$ cat src/sv/eeu_pkg.sv
// ----------------------------------------------------------------------------
// Extended Euclid unit package
// Shared width default, sequencer states and control/status bundles.
// ----------------------------------------------------------------------------
package eeu_pkg;

  localparam int WIDTH_DEF = 31;

  typedef enum logic [1:0] {
    ST_IDLE,
    ST_CHECK,
    ST_DIV,
    ST_UPDATE
  } state_t;

  // sequencer -> datapath
  typedef struct packed {
    logic load;      // capture a new request
    logic div_init;  // seed the serial divider
    logic div_step;  // one quotient bit
    logic update;    // advance remainder/coefficient sequences
    logic finish;    // latch result fields
  } ctl_t;

  // datapath -> sequencer
  typedef struct packed {
    logic r1_zero;
    logic r1_le1;
    logic op_inv;
  } sts_t;

endpackage

$ cat src/sv/eeu_datapath.sv
// ----------------------------------------------------------------------------
// Extended Euclid unit datapath
// Remainder and coefficient registers, restoring divider with shift-add
// quotient products, and the result registers.
// ----------------------------------------------------------------------------
module eeu_datapath #(
  parameter int WIDTH = eeu_pkg::WIDTH_DEF
) (
  input  logic               clk,
  input  eeu_pkg::ctl_t      ctl,
  output eeu_pkg::sts_t      sts,
  input  logic               op,
  input  logic [WIDTH-1:0]   opnd_a,
  input  logic [WIDTH-1:0]   opnd_b,
  output logic [WIDTH-1:0]   gcd_value,
  output logic [WIDTH:0]     coef_x,
  output logic [WIDTH:0]     coef_y,
  output logic [WIDTH-1:0]   inverse
);
  import eeu_pkg::*;

  localparam int CW = WIDTH + 1;

  logic [WIDTH-1:0] r0_r, r1_r, m_r, rem_r, quo_r;
  logic [CW-1:0]    s0_r, s1_r, t0_r, t1_r, ps_r, pt_r;
  logic             op_r;
  logic [WIDTH-1:0] gcd_r, inv_r;
  logic [CW-1:0]    cx_r, cy_r;

  logic [CW-1:0]    shifted;
  logic [CW:0]      diff;
  logic             qbit;
  logic [WIDTH-1:0] rem_nxt;
  logic [CW-1:0]    ps_nxt, pt_nxt;
  logic             s1_pos;
  logic [CW-1:0]    s1_plus_m;
  logic [WIDTH-1:0] inv_val;

  // restoring divide step: one quotient bit, MSB first
  always_comb begin
    shifted = {rem_r, quo_r[WIDTH-1]};
    diff    = {1'b0, shifted} - {2'b00, r1_r};
    qbit    = ~diff[CW];
    rem_nxt = qbit ? diff[WIDTH-1:0] : shifted[WIDTH-1:0];
    // Horner accumulation of q*s1 and q*t1, modulo 2^CW
    ps_nxt  = {ps_r[CW-2:0], 1'b0} + (qbit ? s1_r : '0);
    pt_nxt  = {pt_r[CW-2:0], 1'b0} + (qbit ? t1_r : '0);
  end

  // inverse: zero unless the remainder is one; a negative coefficient folds back into 1..m-1
  always_comb begin
    s1_pos    = (s1_r != '0) && !s1_r[CW-1];
    s1_plus_m = s1_r + {1'b0, m_r};
    if (r1_r != WIDTH'(1)) begin
      inv_val = '0;
    end else if (s1_pos) begin
      inv_val = s1_r[WIDTH-1:0];
    end else begin
      inv_val = s1_plus_m[WIDTH-1:0];
    end
  end

  always_ff @(posedge clk) begin
    if (ctl.load) begin
      op_r <= op;
      r0_r <= opnd_a;
      r1_r <= opnd_b;
      m_r  <= opnd_b;
      s0_r <= CW'(1);
      s1_r <= '0;
      t0_r <= '0;
      t1_r <= CW'(1);
    end
    if (ctl.div_init) begin
      rem_r <= '0;
      quo_r <= r0_r;
      ps_r  <= '0;
      pt_r  <= '0;
    end
    if (ctl.div_step) begin
      rem_r <= rem_nxt;
      quo_r <= {quo_r[WIDTH-2:0], qbit};
      ps_r  <= ps_nxt;
      pt_r  <= pt_nxt;
    end
    if (ctl.update) begin
      r0_r <= r1_r;
      r1_r <= rem_r;
      s0_r <= s1_r;
      s1_r <= s0_r - ps_r;
      t0_r <= t1_r;
      t1_r <= t0_r - pt_r;
    end
    if (ctl.finish) begin
      if (op_r) begin
        gcd_r <= '0;
        cx_r  <= '0;
        cy_r  <= '0;
        inv_r <= inv_val;
      end else begin
        gcd_r <= r0_r;
        cx_r  <= s0_r;
        cy_r  <= t0_r;
        inv_r <= '0;
      end
    end
  end

  assign sts.r1_zero = (r1_r == '0);
  assign sts.r1_le1  = (r1_r[WIDTH-1:1] == '0);
  assign sts.op_inv  = op_r;

  assign gcd_value = gcd_r;
  assign coef_x    = cx_r;
  assign coef_y    = cy_r;
  assign inverse   = inv_r;

endmodule

$ cat src/sv/eeu_ctrl.sv
// ----------------------------------------------------------------------------
// Extended Euclid unit sequencer
// Walks load, exit check, serial divide and update steps per request.
// ----------------------------------------------------------------------------
module eeu_ctrl #(
  parameter int WIDTH = eeu_pkg::WIDTH_DEF
) (
  input  logic          clk,
  input  logic          rst_n,
  input  logic          start,
  output logic          busy,
  output logic          out_valid,
  input  eeu_pkg::sts_t sts,
  output eeu_pkg::ctl_t ctl
);
  import eeu_pkg::*;

  localparam int CNT_W = $clog2(WIDTH);

  state_t           state_r, state_nxt;
  logic [CNT_W-1:0] cnt_r, cnt_nxt;
  logic             out_valid_r, out_valid_nxt;
  logic             done_loop;

  always_ff @(posedge clk) begin
    if (!rst_n) begin
      state_r     <= ST_IDLE;
      cnt_r       <= '0;
      out_valid_r <= 1'b0;
    end else begin
      state_r     <= state_nxt;
      cnt_r       <= cnt_nxt;
      out_valid_r <= out_valid_nxt;
    end
  end

  // xgcd runs to a zero remainder, inverse stops at one or below
  assign done_loop = sts.op_inv ? sts.r1_le1 : sts.r1_zero;

  always_comb begin
    state_nxt     = state_r;
    cnt_nxt       = cnt_r;
    out_valid_nxt = 1'b0;
    ctl           = '0;
    case (state_r)
      ST_IDLE: begin
        if (start) begin
          ctl.load  = 1'b1;
          state_nxt = ST_CHECK;
        end
      end
      ST_CHECK: begin
        if (done_loop) begin
          ctl.finish    = 1'b1;
          out_valid_nxt = 1'b1;
          state_nxt     = ST_IDLE;
        end else begin
          ctl.div_init = 1'b1;
          cnt_nxt      = CNT_W'(WIDTH - 1);
          state_nxt    = ST_DIV;
        end
      end
      ST_DIV: begin
        ctl.div_step = 1'b1;
        if (cnt_r == '0) begin
          state_nxt = ST_UPDATE;
        end else begin
          cnt_nxt = cnt_r - CNT_W'(1);
        end
      end
      ST_UPDATE: begin
        ctl.update = 1'b1;
        state_nxt  = ST_CHECK;
      end
      default: begin
        state_nxt = ST_IDLE;
      end
    endcase
  end

  assign busy      = (state_r != ST_IDLE);
  assign out_valid = out_valid_r;

endmodule

$ cat src/sv/extended_euclid_unit_top.sv
// ----------------------------------------------------------------------------
// Extended Euclid unit top level
// Extended gcd with Bezout coefficients, or modular inverse, per request.
// ----------------------------------------------------------------------------
// The serial divider produces one quotient bit per cycle.
// Throughput: one request in flight; busy is high until the result strobe.
// A new start is taken in the strobe cycle. out_valid is high for one cycle;
// the result outputs hold until the next request finishes.
// Reset (rst_n low, synchronous) returns to idle and drops out_valid.
// ----------------------------------------------------------------------------
module extended_euclid_unit_top #(
  parameter int WIDTH = eeu_pkg::WIDTH_DEF
) (
  input  logic                clk,
  input  logic                rst_n,
  // request channel
  input  logic                start,
  output logic                busy,
  input  logic                in_operation,
  input  logic [WIDTH-1:0]    in_operand_a,
  input  logic [WIDTH-1:0]    in_operand_b,
  // result channel
  output logic                out_valid,
  output logic [WIDTH-1:0]    out_gcd_value,
  output logic signed [WIDTH:0] out_coef_x,
  output logic signed [WIDTH:0] out_coef_y,
  output logic [WIDTH-1:0]    out_inverse
);
  import eeu_pkg::*;

  ctl_t ctl;
  sts_t sts;

  // sequencer: idle -> check -> (divide -> update -> check)*
  eeu_ctrl #(.WIDTH(WIDTH)) u_ctrl (
    .clk       (clk),
    .rst_n     (rst_n),
    .start     (start),
    .busy      (busy),
    .out_valid (out_valid),
    .sts       (sts),
    .ctl       (ctl)
  );

  // shared divider + coefficient update; result registers hold until the
  // next request finishes
  eeu_datapath #(.WIDTH(WIDTH)) u_dp (
    .clk       (clk),
    .ctl       (ctl),
    .sts       (sts),
    .op        (in_operation),
    .opnd_a    (in_operand_a),
    .opnd_b    (in_operand_b),
    .gcd_value (out_gcd_value),
    .coef_x    (out_coef_x),
    .coef_y    (out_coef_y),
    .inverse   (out_inverse)
  );

endmodule

$ cat config.mk
export PLATFORM = sky130hd
export DESIGN_NAME = extended_euclid_unit_top
export DESIGN_NICKNAME = d
export VERILOG_FILES = /design/src/sv/eeu_pkg.sv /design/src/sv/eeu_datapath.sv /design/src/sv/eeu_ctrl.sv /design/src/sv/extended_euclid_unit_top.sv
export SDC_FILE = /design/constraint.sdc
export NUM_CORES = 1
export LEC_CHECK = 0
export BUFFER_PORTS_ARGS = -buffer_cell sky130_fd_sc_hd__buf_2
export CELL_PAD_IN_SITES_DETAIL_PLACEMENT = 1
export CELL_PAD_IN_SITES_GLOBAL_PLACEMENT = 1
export CORE_ASPECT_RATIO = 1.5
export CORE_UTILIZATION = 45
export DETAILED_ROUTE_END_ITERATION = 8
export PLACE_DENSITY_LB_ADDON = 0.1
export SLEW_MARGIN = 10
export SYNTH_ARGS = -nofsm -noshare
export SYNTH_HDL_FRONTEND = slang
export SYNTH_SLANG_ARGS = --single-unit
$ cat constraint.sdc
create_clock -name clk -period 14.6 [get_ports clk]
set_clock_uncertainty 0.15 [all_clocks]
set_input_delay 0.73 -clock clk [delete_from_list [all_inputs] [get_ports clk]]
set_output_delay 0.73 -clock clk [all_outputs]
set_load 0.01 [all_outputs]
==> flow_summary.toml, run 1 <==
[timing]
rsz0062_at_grt = "no"
relSlewSlack_pct = 28.9
period_needed_ns = 6.20
period_share_pct = 42.5
final_hold_viol_count = 0
fin_setup_tns_ns = 0
timing.fmax_mhz = 161
drv_slew = 0
tightest_slew_ns = 1.07
final-setup-viol-count = 0

[drt]
drc = 2
wl_mm = 81.2
detail_route.wl_per_cell_um = 22.5
drtIter0Drc = 839
ant_nets = 0
drtPass1Iterations = 8
vias_per_cell = 5.77
num_vias = 20800

[pwr]
max-vdd-ir-drop_mv = 0.104
p_leak_nw = 13.0
power.density_nw_per_um2 = 137
fin_total_pwr_mw = 4.36

[clock_tree]
cts_tree = "done"
cts_buffers = 51
postCtsHoldBufs = 0
root_buffer = "clkbuf_16"
clk_pin_slew_ns = 0.06
htree_levels = 2
cts_buffer_depth = 3
post_cts_buffers = 0
cts.sinks = 482
insertion_delay_ns = 0.62
cts_resized = 0

[grt]
grt_pass1_wl_mm = 126
grt_max_degree = 136
antenna_found_initial = 3
first_global_vias = 22600
grt.total_usage_pct = 25.3
gr-total-overflow = 0

[yosys]
synthDistinctLibCells = 87
synth_area_um2 = 28400
synth_top_area_share_pct = 50.1
synth_fp_nets = 2855
synthArstFlopShare_pct = 0
yosysMostFrequentCell = "edfxtp_1"
ys.flop_type = "edfxtp_1"
synth_seq_cells = 482
yosysSeqAreaShare_pct = 50.7
avgSynthCellArea_um2 = 10.9
yosys_warnings = 0
synth_top_cell_by_area = "edfxtp_1"
synthTopCellsByCount = "edfxtp_1 (474), nand2_1 (191), ha_1 (190)"
synthTopCellsByArea = "edfxtp_1 (50%), ha_1 (8.4%), mux2_2 (3.7%)"
synth_cells = 2593
synth_enable_flop_cells = 474

[setup_path]
path_common_cell = "a21oi_1"
critPathArrivalTime_ns = 6.38
worstPathMaxFanout = 64
slowest_stage = "buf_4"
required_ns = 14.78
start_kind = "flop"
crit_chain = "ha_1 -> fa_1 -> nor2b_1 -> o31ai_1 -> a21oi_1 -> or3_1 -> nand3_2 -> o211ai_4 -> buf_4 -> and3_1 -> ha_1 -> fa_1 -> a211oi_1 -> o21ai_0 -> a21oi_1 -> nor4_1 -> o41ai_2 -> o31a_1 -> o21ai_0 -> or3_1 -> a21oi_1"
end_kind = "flop"
critPathKind = "flop to flop"
slowest_delay_ns = 0.55
rr_worst_depth = 21

[place]
hpwl_mm = 58.5
portBuffers = 193
gp_congestion = 0.886

[floorplanning]
die_area_um2 = 64100
initial_core_util_pct = 45.6
ioPinCount = 194
die_w_um = 207
core_um2 = 62200
die_h_um = 310
rows = 112

[job]
cap_violations = 0

[run_status]
outcome = "complete, but fails checks"
failed_checks = "design-rule violations"

[hold_path]
hold_class = "primary input to flop"
whs_path_depth = 1

[layout]
layout.nets = 3034
layout-drive-gt1-share_pct = 14.7
syn2layout_area_growth_pct = 12.2
## power by group
group          switching, mW  internal (mW)  leakage (nW)  total, mW
clock network          0.572          0.754         0.799       1.33
logic                  0.762          0.491          7.53       1.25
registers             0.0997           1.68          4.64       1.78
## cells by family (layout without fill, tap and decap cells)
| logic type | after synthesis | in the layout | synth area share (%) |
|---|---|---|---|
| adder cells (fa/ha/maj) | 196 | 196 | 8.80 |
| buffers and inverters | 235 | 455 | 3.17 |
| XOR/XNOR | 117 | 117 | 3.66 |
| multiplexers | 102 | 102 | 4.01 |
| AO/OA/AOI/OAI | 587 | 587 | 13.3 |
| AND/OR/NAND/NOR | 874 | 874 | 16.4 |
| other | 0 | 1 | 0 |
| flip-flops | 482 | 482 | 50.7 |
## cell usage in the layout, fill, tap and decap left out, drive strengths merged, types with 16 or more instances in the layout
cell type,n
edfxtp,474
buf,211
nand2,191
a21oi,191
ha,190
inv,153
nor2,141
nor2b,121
and2,120
o21ai,116
mux2,93
a21o,80
and3,77
xnor2,76
clkbuf,64
nor3,45
nand3,44
o21a,42
xor2,40
a211oi,26
nand2b,24
nor4,21
a31oi,20
or3,19
clkinv,19
nand4,16
o21bai,16
## layout make-up
type                    count  area, um2
repair buffers            211       1110
diodes                      1       2.50
multi-input cells        1876      13100
well taps                 798        998
fillers                  6832      30400
flip-flops and latches    482      14400
inverters                 150        568
clock inverters            30        304
clock buffers              64       1340
## worst max-delay path: cells and delay by family, from the launching register on
kind	cells	cell delay, ns
compound gates	10	2.21
simple gates	6	1.44
fa+ha+maj	4	1.10
buf+inv	1	0.55
flops	1	0.43
## stage by stage
step / area (um2) / cells / setup WS, ns / hold slack (ns) / utilization (%)
2_1_floorplan: 28400 / 2593 / 9.52 / 0.365 / -
3_3_place_gp: 30200 / 3517 / 8.65 / 0.375 / 48.5
3_5_place_dp: 30200 / 3517 / 8.43 / 0.387 / 48.5
4_1_cts: 31800 / 3611 / 8.40 / 0.137 / 51.2
5_1_grt: 31800 / 3611 / 8.08 / 0.160 / 51.2
6_report: 31800 / 3612 / 8.40 / 0.177 / 51.2
## sequential cells by signal (all words and copies together) (netlist names), 5 cells and up
register        cells
u_dp.coef_x        32
u_dp.coef_y        32
u_dp.ps_r          32
u_dp.pt_r          32
u_dp.s0_r          32
u_dp.s1_r          32
u_dp.t0_r          32
u_dp.t1_r          32
u_dp.gcd_value     31
u_dp.inverse       31
u_dp.m_r           31
u_dp.quo_r         31
u_dp.r0_r          31
u_dp.r1_r          31
u_dp.rem_r         31
u_ctrl.cnt_r        5
## layer usage
metal | GRT usage, % | wire [um] | part of all wire (%) | vias up
met1 | 27.5 | 31700 | 39 | 10400
met2 | 49.2 | 43700 | 54 | 371
met3 | 3.16 | 2510 | 3.1 | 157
met4 | 10.6 | 3290 | 4.1 | 0
met5 | 0 | 0 | 0 | -
li1 | - | - | - | 9853
## path summary, 6_finish.rpt
kind	end	start	slack, ns
worst max-delay path	u_dp.pt_r[31]	u_dp.r1_r[0]	8.40
worst min-delay path	u_dp.op_r	in_operation	0.18
worst max register to register	u_dp.pt_r[31]	u_dp.r1_r[0]	8.40
worst min register to register	u_dp.quo_r[10]	u_dp.quo_r[9]	0.40
Power figures use the tool's default switching activity.
==> run 2: changes to the inputs <==
- clock period: 14.6 -> 5.1 ns (I/O delays scaled with it)
==> flow_summary.toml, run 2 (synthesized netlist as in run 1, its figures left out) <==
[clock_tree]
insertion_delay_ns = 0.62
root_buffer = "clkbuf_16"
cts_buffer_depth = 3
clk_pin_slew_ns = 0.06
cts_buffers = 49
cts.sinks = 482
cts_tree = "done"
htree_levels = 2

[hold_path]
hold_class = "primary input to flop"
holdPathEnd = "u_ctrl.state_r[1]"
hold_path_startpoint = "start"
whs_path_depth = 4

[setup_path]
slowest_stage = "edfxtp_1"
path_delay_family = "compound AO/OA/AOI/OAI gates"
slowest_delay_ns = 0.44
start_kind = "flop"
required_ns = 5.30
reg2reg_from = "u_dp.rem_r[20]"
rr_worst_depth = 21
cp_num_buf_inv = 3
crit_chain = "ha_4 -> a211oi_2 -> nand2_2 -> or3_1 -> or3_1 -> nand3_2 -> o211ai_4 -> buf_8 -> and3_1 -> ha_1 -> buf_4 -> nand3_1 -> o2bb2ai_2 -> o41a_1 -> o31ai_2 -> buf_4 -> a21boi_2 -> o211ai_1 -> a31oi_1 -> nor3_1 -> nor3_2"
critPathKind = "flop to flop"
worstPathMaxFanout = 7
rr_endpoint = "u_dp.ps_r[17]"
end_kind = "flop"
regToRegSetupSlack_ns = 0.04
critPathArrivalTime_ns = 5.26

[layout]
layout.nets = 3246
final_cell_mix = "edfxtp_1 (474), buf_2 (193), nand2_1 (189)"
mostFrequentLayoutCell = "edfxtp_1"
syn2layout_area_growth_pct = 19.6
n_antenna_cell = 0
final_util_pct = 54.5
fillers = 6746
design_area_um2 = 33900
layout-drive-gt1-share_pct = 20.2

[run_status]
outcome = "complete, but fails checks"
failed_checks = "design-rule violations"

[timing]
holdWs_ns = 0.0400
rsz0062_at_grt = "yes"
timing.fmax_mhz = 198
period_needed_ns = 5.06
relSlewSlack_pct = 38.0
final_hold_viol_count = 0
drv_slew = 0
fin_ws_ns = 0.0400
final-setup-viol-count = 0
period_share_pct = 99.2
tightest_slew_ns = 0.922

[drt]
ant_nets = 0
drtPass1Iterations = 8
detail_route.wl_per_cell_um = 22.5
wl_mm = 86.2
drt-met1-wl_mm = 32.2
wl_met2_mm = 47.7
vias_per_cell = 5.70
top_layer_used = "met4"
wl_met3_mm = 2.62
num_vias = 21800
drtIter0Drc = 960
drc = 3

[floorplanning]
die_area_um2 = 64100
core_um2 = 62200
die_w_um = 207
rows = 112
ioPinCount = 194
initial_core_util_pct = 45.6
die_h_um = 310

[grt]
antenna_found_initial = 2
first_global_vias = 24000
grt_pass1_wl_mm = 133
gr-total-overflow = 0
grt_max_degree = 119
grt.total_usage_pct = 26.7

[job]
cap_violations = 0

[pwr]
max-vdd-ir-drop_mv = 0.306
power.density_nw_per_um2 = 382
p_leak_nw = 14.0
fin_total_pwr_mw = 13.0

[place]
dpl_worst_slack_ns = -0.469
gp_congestion = 0.906
hpwl_mm = 61.7
placed_area_um2 = 31300
portBuffers = 193
==> run 2: changes by cell type in the layout (fill, tap and decap cells not counted), moves of 4 or more <==
cell           before  now
dlygate4sd3_1       0   65
o21ai_2             2    8
buf_12              1    6
o21ai_1             6   11
buf_4              17  158
a21oi_1           188  179
a21oi_2             3    9
ha_1              188  181
o21ai_0           108   97
ha_4                1    5
==> run 2: routing by layer <==
metal / track usage [%] / up-vias
met5: 0 / -
met2: 53.1 / 394
met3: 2.91 / 168
li1: - / 10300
met4: 11.7 / 0
met1: 28.2 / 10900
==> run 2: final cells by class <==
cell class | count | area [um2] | area share [%]
clock buffers | 63 | 1350 | 3.98
clock inverters | 28 | 269 | 0.793
inverters | 150 | 568 | 1.67
multi-input cells | 1876 | 13400 | 39.5
flip-flops and latches | 482 | 14400 | 42.4
well taps | 798 | 998 | 2.94
repair buffers | 425 | 2960 | 8.72
==> run 2: worst reg2reg max path: cells and delay by family (launching register included) <==
kind	cells	cell delay (ns)
adders and majority gates	2	0.59
DFF	1	0.44
and+or+nand+nor	8	1.49
AOI/OAI and AO/OA	8	1.61
buffers and inverters	3	0.53
==> run 2: what timing repair did <==
item / 4_1_cts / 5_1_grt
endpoints found under the setup margin: 22 / 21
hold endpoints to repair: 102 / 0
hold buffers: 65 / 0
buffers inserted: 8 / 4
cloned: 0 / 1
resized for setup: 24 / 49
pin swaps: 14 / 24
==> run 2: worst max-delay path by stage <==
stage	from	end	slack (ns)	cells past startpoint
floorplan	u_dp.rem_r[20]	u_dp.ps_r[17]	0.02	22
global placement	u_dp.quo_r[30]	u_dp.pt_r[31]	-0.32	21
detailed placement	u_dp.quo_r[30]	u_dp.pt_r[31]	-0.47	21
CTS	u_dp.quo_r[30]	u_dp.ps_r[25]	-0.01	23
global route	u_dp.rem_r[20]	u_dp.ps_r[17]	-0.10	21
finish	u_dp.rem_r[20]	u_dp.ps_r[17]	0.04	21
==> run 2: power breakdown <==
group / switching (mW) / internal [mW] / total, mW
logic: 2.37 / 1.75 / 4.12
registers: 0.284 / 4.81 / 5.09
clock network: 1.62 / 2.13 / 3.75
==> run 2: stage by stage <==
step | TNS [ns] | std cells
global placement | -1.36 | 3653
CTS | -0.0107 | 3817
finish | 0 | 3822
floorplan | 0 | 2593
global route | -0.482 | 3822
detailed placement | -3.47 | 3653
==> run 3: changes to the inputs <==
- SYNTH_HIERARCHICAL: unset -> 1
==> flow_summary.toml, run 3 <==
[run_status]
failed_checks = "design-rule violations, negative setup slack"
outcome = "complete, but fails checks"

[yosys]
synth_top_cell_by_area = "edfxtp_1"
ys.flop_type = "edfxtp_1"
synth_enable_flop_cells = 474
yosysMostFrequentCell = "edfxtp_1"
synth_top_area_share_pct = 50.2
synthArstFlopShare_pct = 0
synthTopCellsByArea = "edfxtp_1 (50%), ha_1 (8.3%), and2_1 (4.1%)"
yosysSeqAreaShare_pct = 50.8
synth_area_um2 = 28300
avgSynthCellArea_um2 = 11.1
yosys_warnings = 6
synthTopCellsByCount = "edfxtp_1 (474), nand2_1 (190), ha_1 (189)"
synthDistinctLibCells = 91
synth_cells = 2563
synth_seq_cells = 482
synth_fp_nets = 2824

[layout]
final_cell_mix = "edfxtp_1 (474), buf_4 (220), buf_2 (193)"
syn2layout_area_growth_pct = 22.7
layout.nets = 3284
fillers = 6642
design_area_um2 = 34800
layout-drive-gt1-share_pct = 23.5
finalNonFillerCells = 3861
mostFrequentLayoutCell = "edfxtp_1"

[grt]
gr-total-overflow = 0
antenna_found_initial = 4
first_global_vias = 23700
grt_max_degree = 67
grt.total_usage_pct = 27.6
grt_pass1_wl_mm = 134

[setup_path]
required_ns = 5.28
end_kind = "flop"
slowest_stage = "edfxtp_1"
critPathKind = "flop to flop"
start_kind = "flop"
crit_chain = "inv_2 -> ha_4 -> a21o_1 -> or3_4 -> o21ai_4 -> a31oi_4 -> a31o_4 -> a21oi_4 -> o21ai_4 -> buf_12 -> and2_4 -> ha_4 -> fa_2 -> a21oi_2 -> o2111ai_2 -> a31oi_2 -> o2111a_2 -> nor2_4 -> a21bo_4 -> a311oi_4 -> nor2b_1 -> o21ai_1 -> o311ai_1"
worstPathMaxFanout = 18
rr_worst_depth = 23
regToRegSetupSlack_ns = -0.05
critPathArrivalTime_ns = 5.33
slowest_delay_ns = 0.41

[hold_path]
hold_class = "primary input to flop"
whs_path_depth = 2

[timing]
timing.fmax_mhz = 194
fin_ws_ns = -0.0488
period_needed_ns = 5.15
final_hold_viol_count = 0
final-setup-viol-count = 1
fin_setup_tns_ns = -0.0488
rsz0062_at_grt = "yes"
relSlewSlack_pct = 29.5
drv_slew = 0
tightest_slew_ns = 1.05
period_share_pct = 101
holdWs_ns = 0.252

[clock_tree]
clk_pin_slew_ns = 0.06
cts.sinks = 482
cts_buffer_depth = 3
cts_tree = "done"
htree_levels = 2
insertion_delay_ns = 0.62
root_buffer = "clkbuf_16"
cts_buffers = 49

[floorplanning]
die_h_um = 309
ioPinCount = 194
core_um2 = 62200
initial_core_util_pct = 45.6
rows = 112
die_area_um2 = 64000
die_w_um = 207

[drt]
detail_route.wl_per_cell_um = 22.8
num_vias = 21600
wl_mm = 88.1
drc = 16
vias_per_cell = 5.60
drtPass1Iterations = 7
ant_nets = 0
drtIter0Drc = 1013

[place]
hpwl_mm = 63.8
gp_congestion = 0.966
placed_area_um2 = 31600
dp_cells = 3677
portBuffers = 193

[pwr]
clkPwrFrac_pct = 28.5
max-vdd-ir-drop_mv = 0.269
combPwrFrac_pct = 32.9
p_seq_share_pct = 38.6
p_leak_nw = 14.1
p_int_mw = 8.94
p_sw_mw = 4.31
power.density_nw_per_um2 = 381
switching_share_pct = 32.5

[job]
cap_violations = 0
## run 3: final cells by class
| cell class | count | area, um2 | share of cell area (%) |
|---|---|---|---|
| clock buffers | 58 | 1300 | 3.75 |
| well taps | 798 | 998 | 2.87 |
| multi-input cells | 1844 | 13700 | 39.3 |
| repair buffers | 493 | 3510 | 10.1 |
| diodes | 3 | 7.51 | 0.0216 |
| clock inverters | 30 | 328 | 0.943 |
| flip-flops and latches | 482 | 14400 | 41.4 |
| inverters | 153 | 579 | 1.67 |
## run 3: path summary, 6_finish.rpt
kind                    from              end
max             u_dp/r1_r[5]    u_dp/pt_r[31]
min          in_operand_b[3]      u_dp/m_r[3]
max reg2reg     u_dp/r1_r[5]    u_dp/pt_r[31]
min reg2reg  u_ctrl/cnt_r[4]  u_ctrl/cnt_r[4]
## run 3: critical path, delay by kind of cell (launching register included)
kind                       cells  cell delay, ns
and+or+nand+nor                4            0.67
buffers and inverters          2            0.26
AOI/OAI and AO/OA             14            2.64
DFF                            1            0.41
adders and majority gates      3            0.73
## run 3: logic make-up (layout without fill, tap and decap cells)
logic type / count (synthesis) / after routing / synth area share [%]
AND/OR/NAND/NOR: 855 / 855 / 15.7
AO/OA/AOI/OAI: 553 / 553 / 13.1
flip-flops: 482 / 482 / 50.8
buffers and inverters: 237 / 734 / 3.35
adder cells (fa/ha/maj): 195 / 195 / 8.77
XOR/XNOR: 144 / 144 / 4.45
multiplexers: 97 / 97 / 3.83
other: 0 / 3 / 0
## run 3: timing repair
item	in CTS	in global routing
gates cloned	1	0
hold buffers	66	0
setup buffers	17	11
setup endpoints to repair	27	28
endpoints found under the hold margin	102	0
resized for setup	89	28
pin swaps	41	22
## run 3: layer usage
metal | vias to the layer above | track usage, % | share of wire (%)
li1 | 10200 | - | -
met1 | 10800 | 31.1 | 39
met2 | 412 | 52.1 | 54
met3 | 162 | 3.00 | 2.9
met4 | 2 | 10.9 | 3.5
met5 | - | 0 | 0.015
## run 3: power by group through the flow
stage               Sequential (mW)  Combinational [mW]  Clock [mW]
CTS                            5.10                4.29        3.87
floorplan                      5.04                2.68           0
detailed placement             5.17                3.99           0
finish                         5.11                4.36        3.77
global placement               5.16                3.85           0
global route                   5.14                4.77        3.99
## run 3: stage by stage
stage / util, % / total power [mW] / setup slack, ns
detailed placement: 50.9 / 9.16 / -0.369
global placement: 50.9 / 9.01 / -0.178
floorplan: - / 7.73 / 0.00442
CTS: 55.5 / 13.3 / -0.100
finish: 55.9 / 13.2 / -0.0488
global route: 55.9 / 13.9 / -0.248
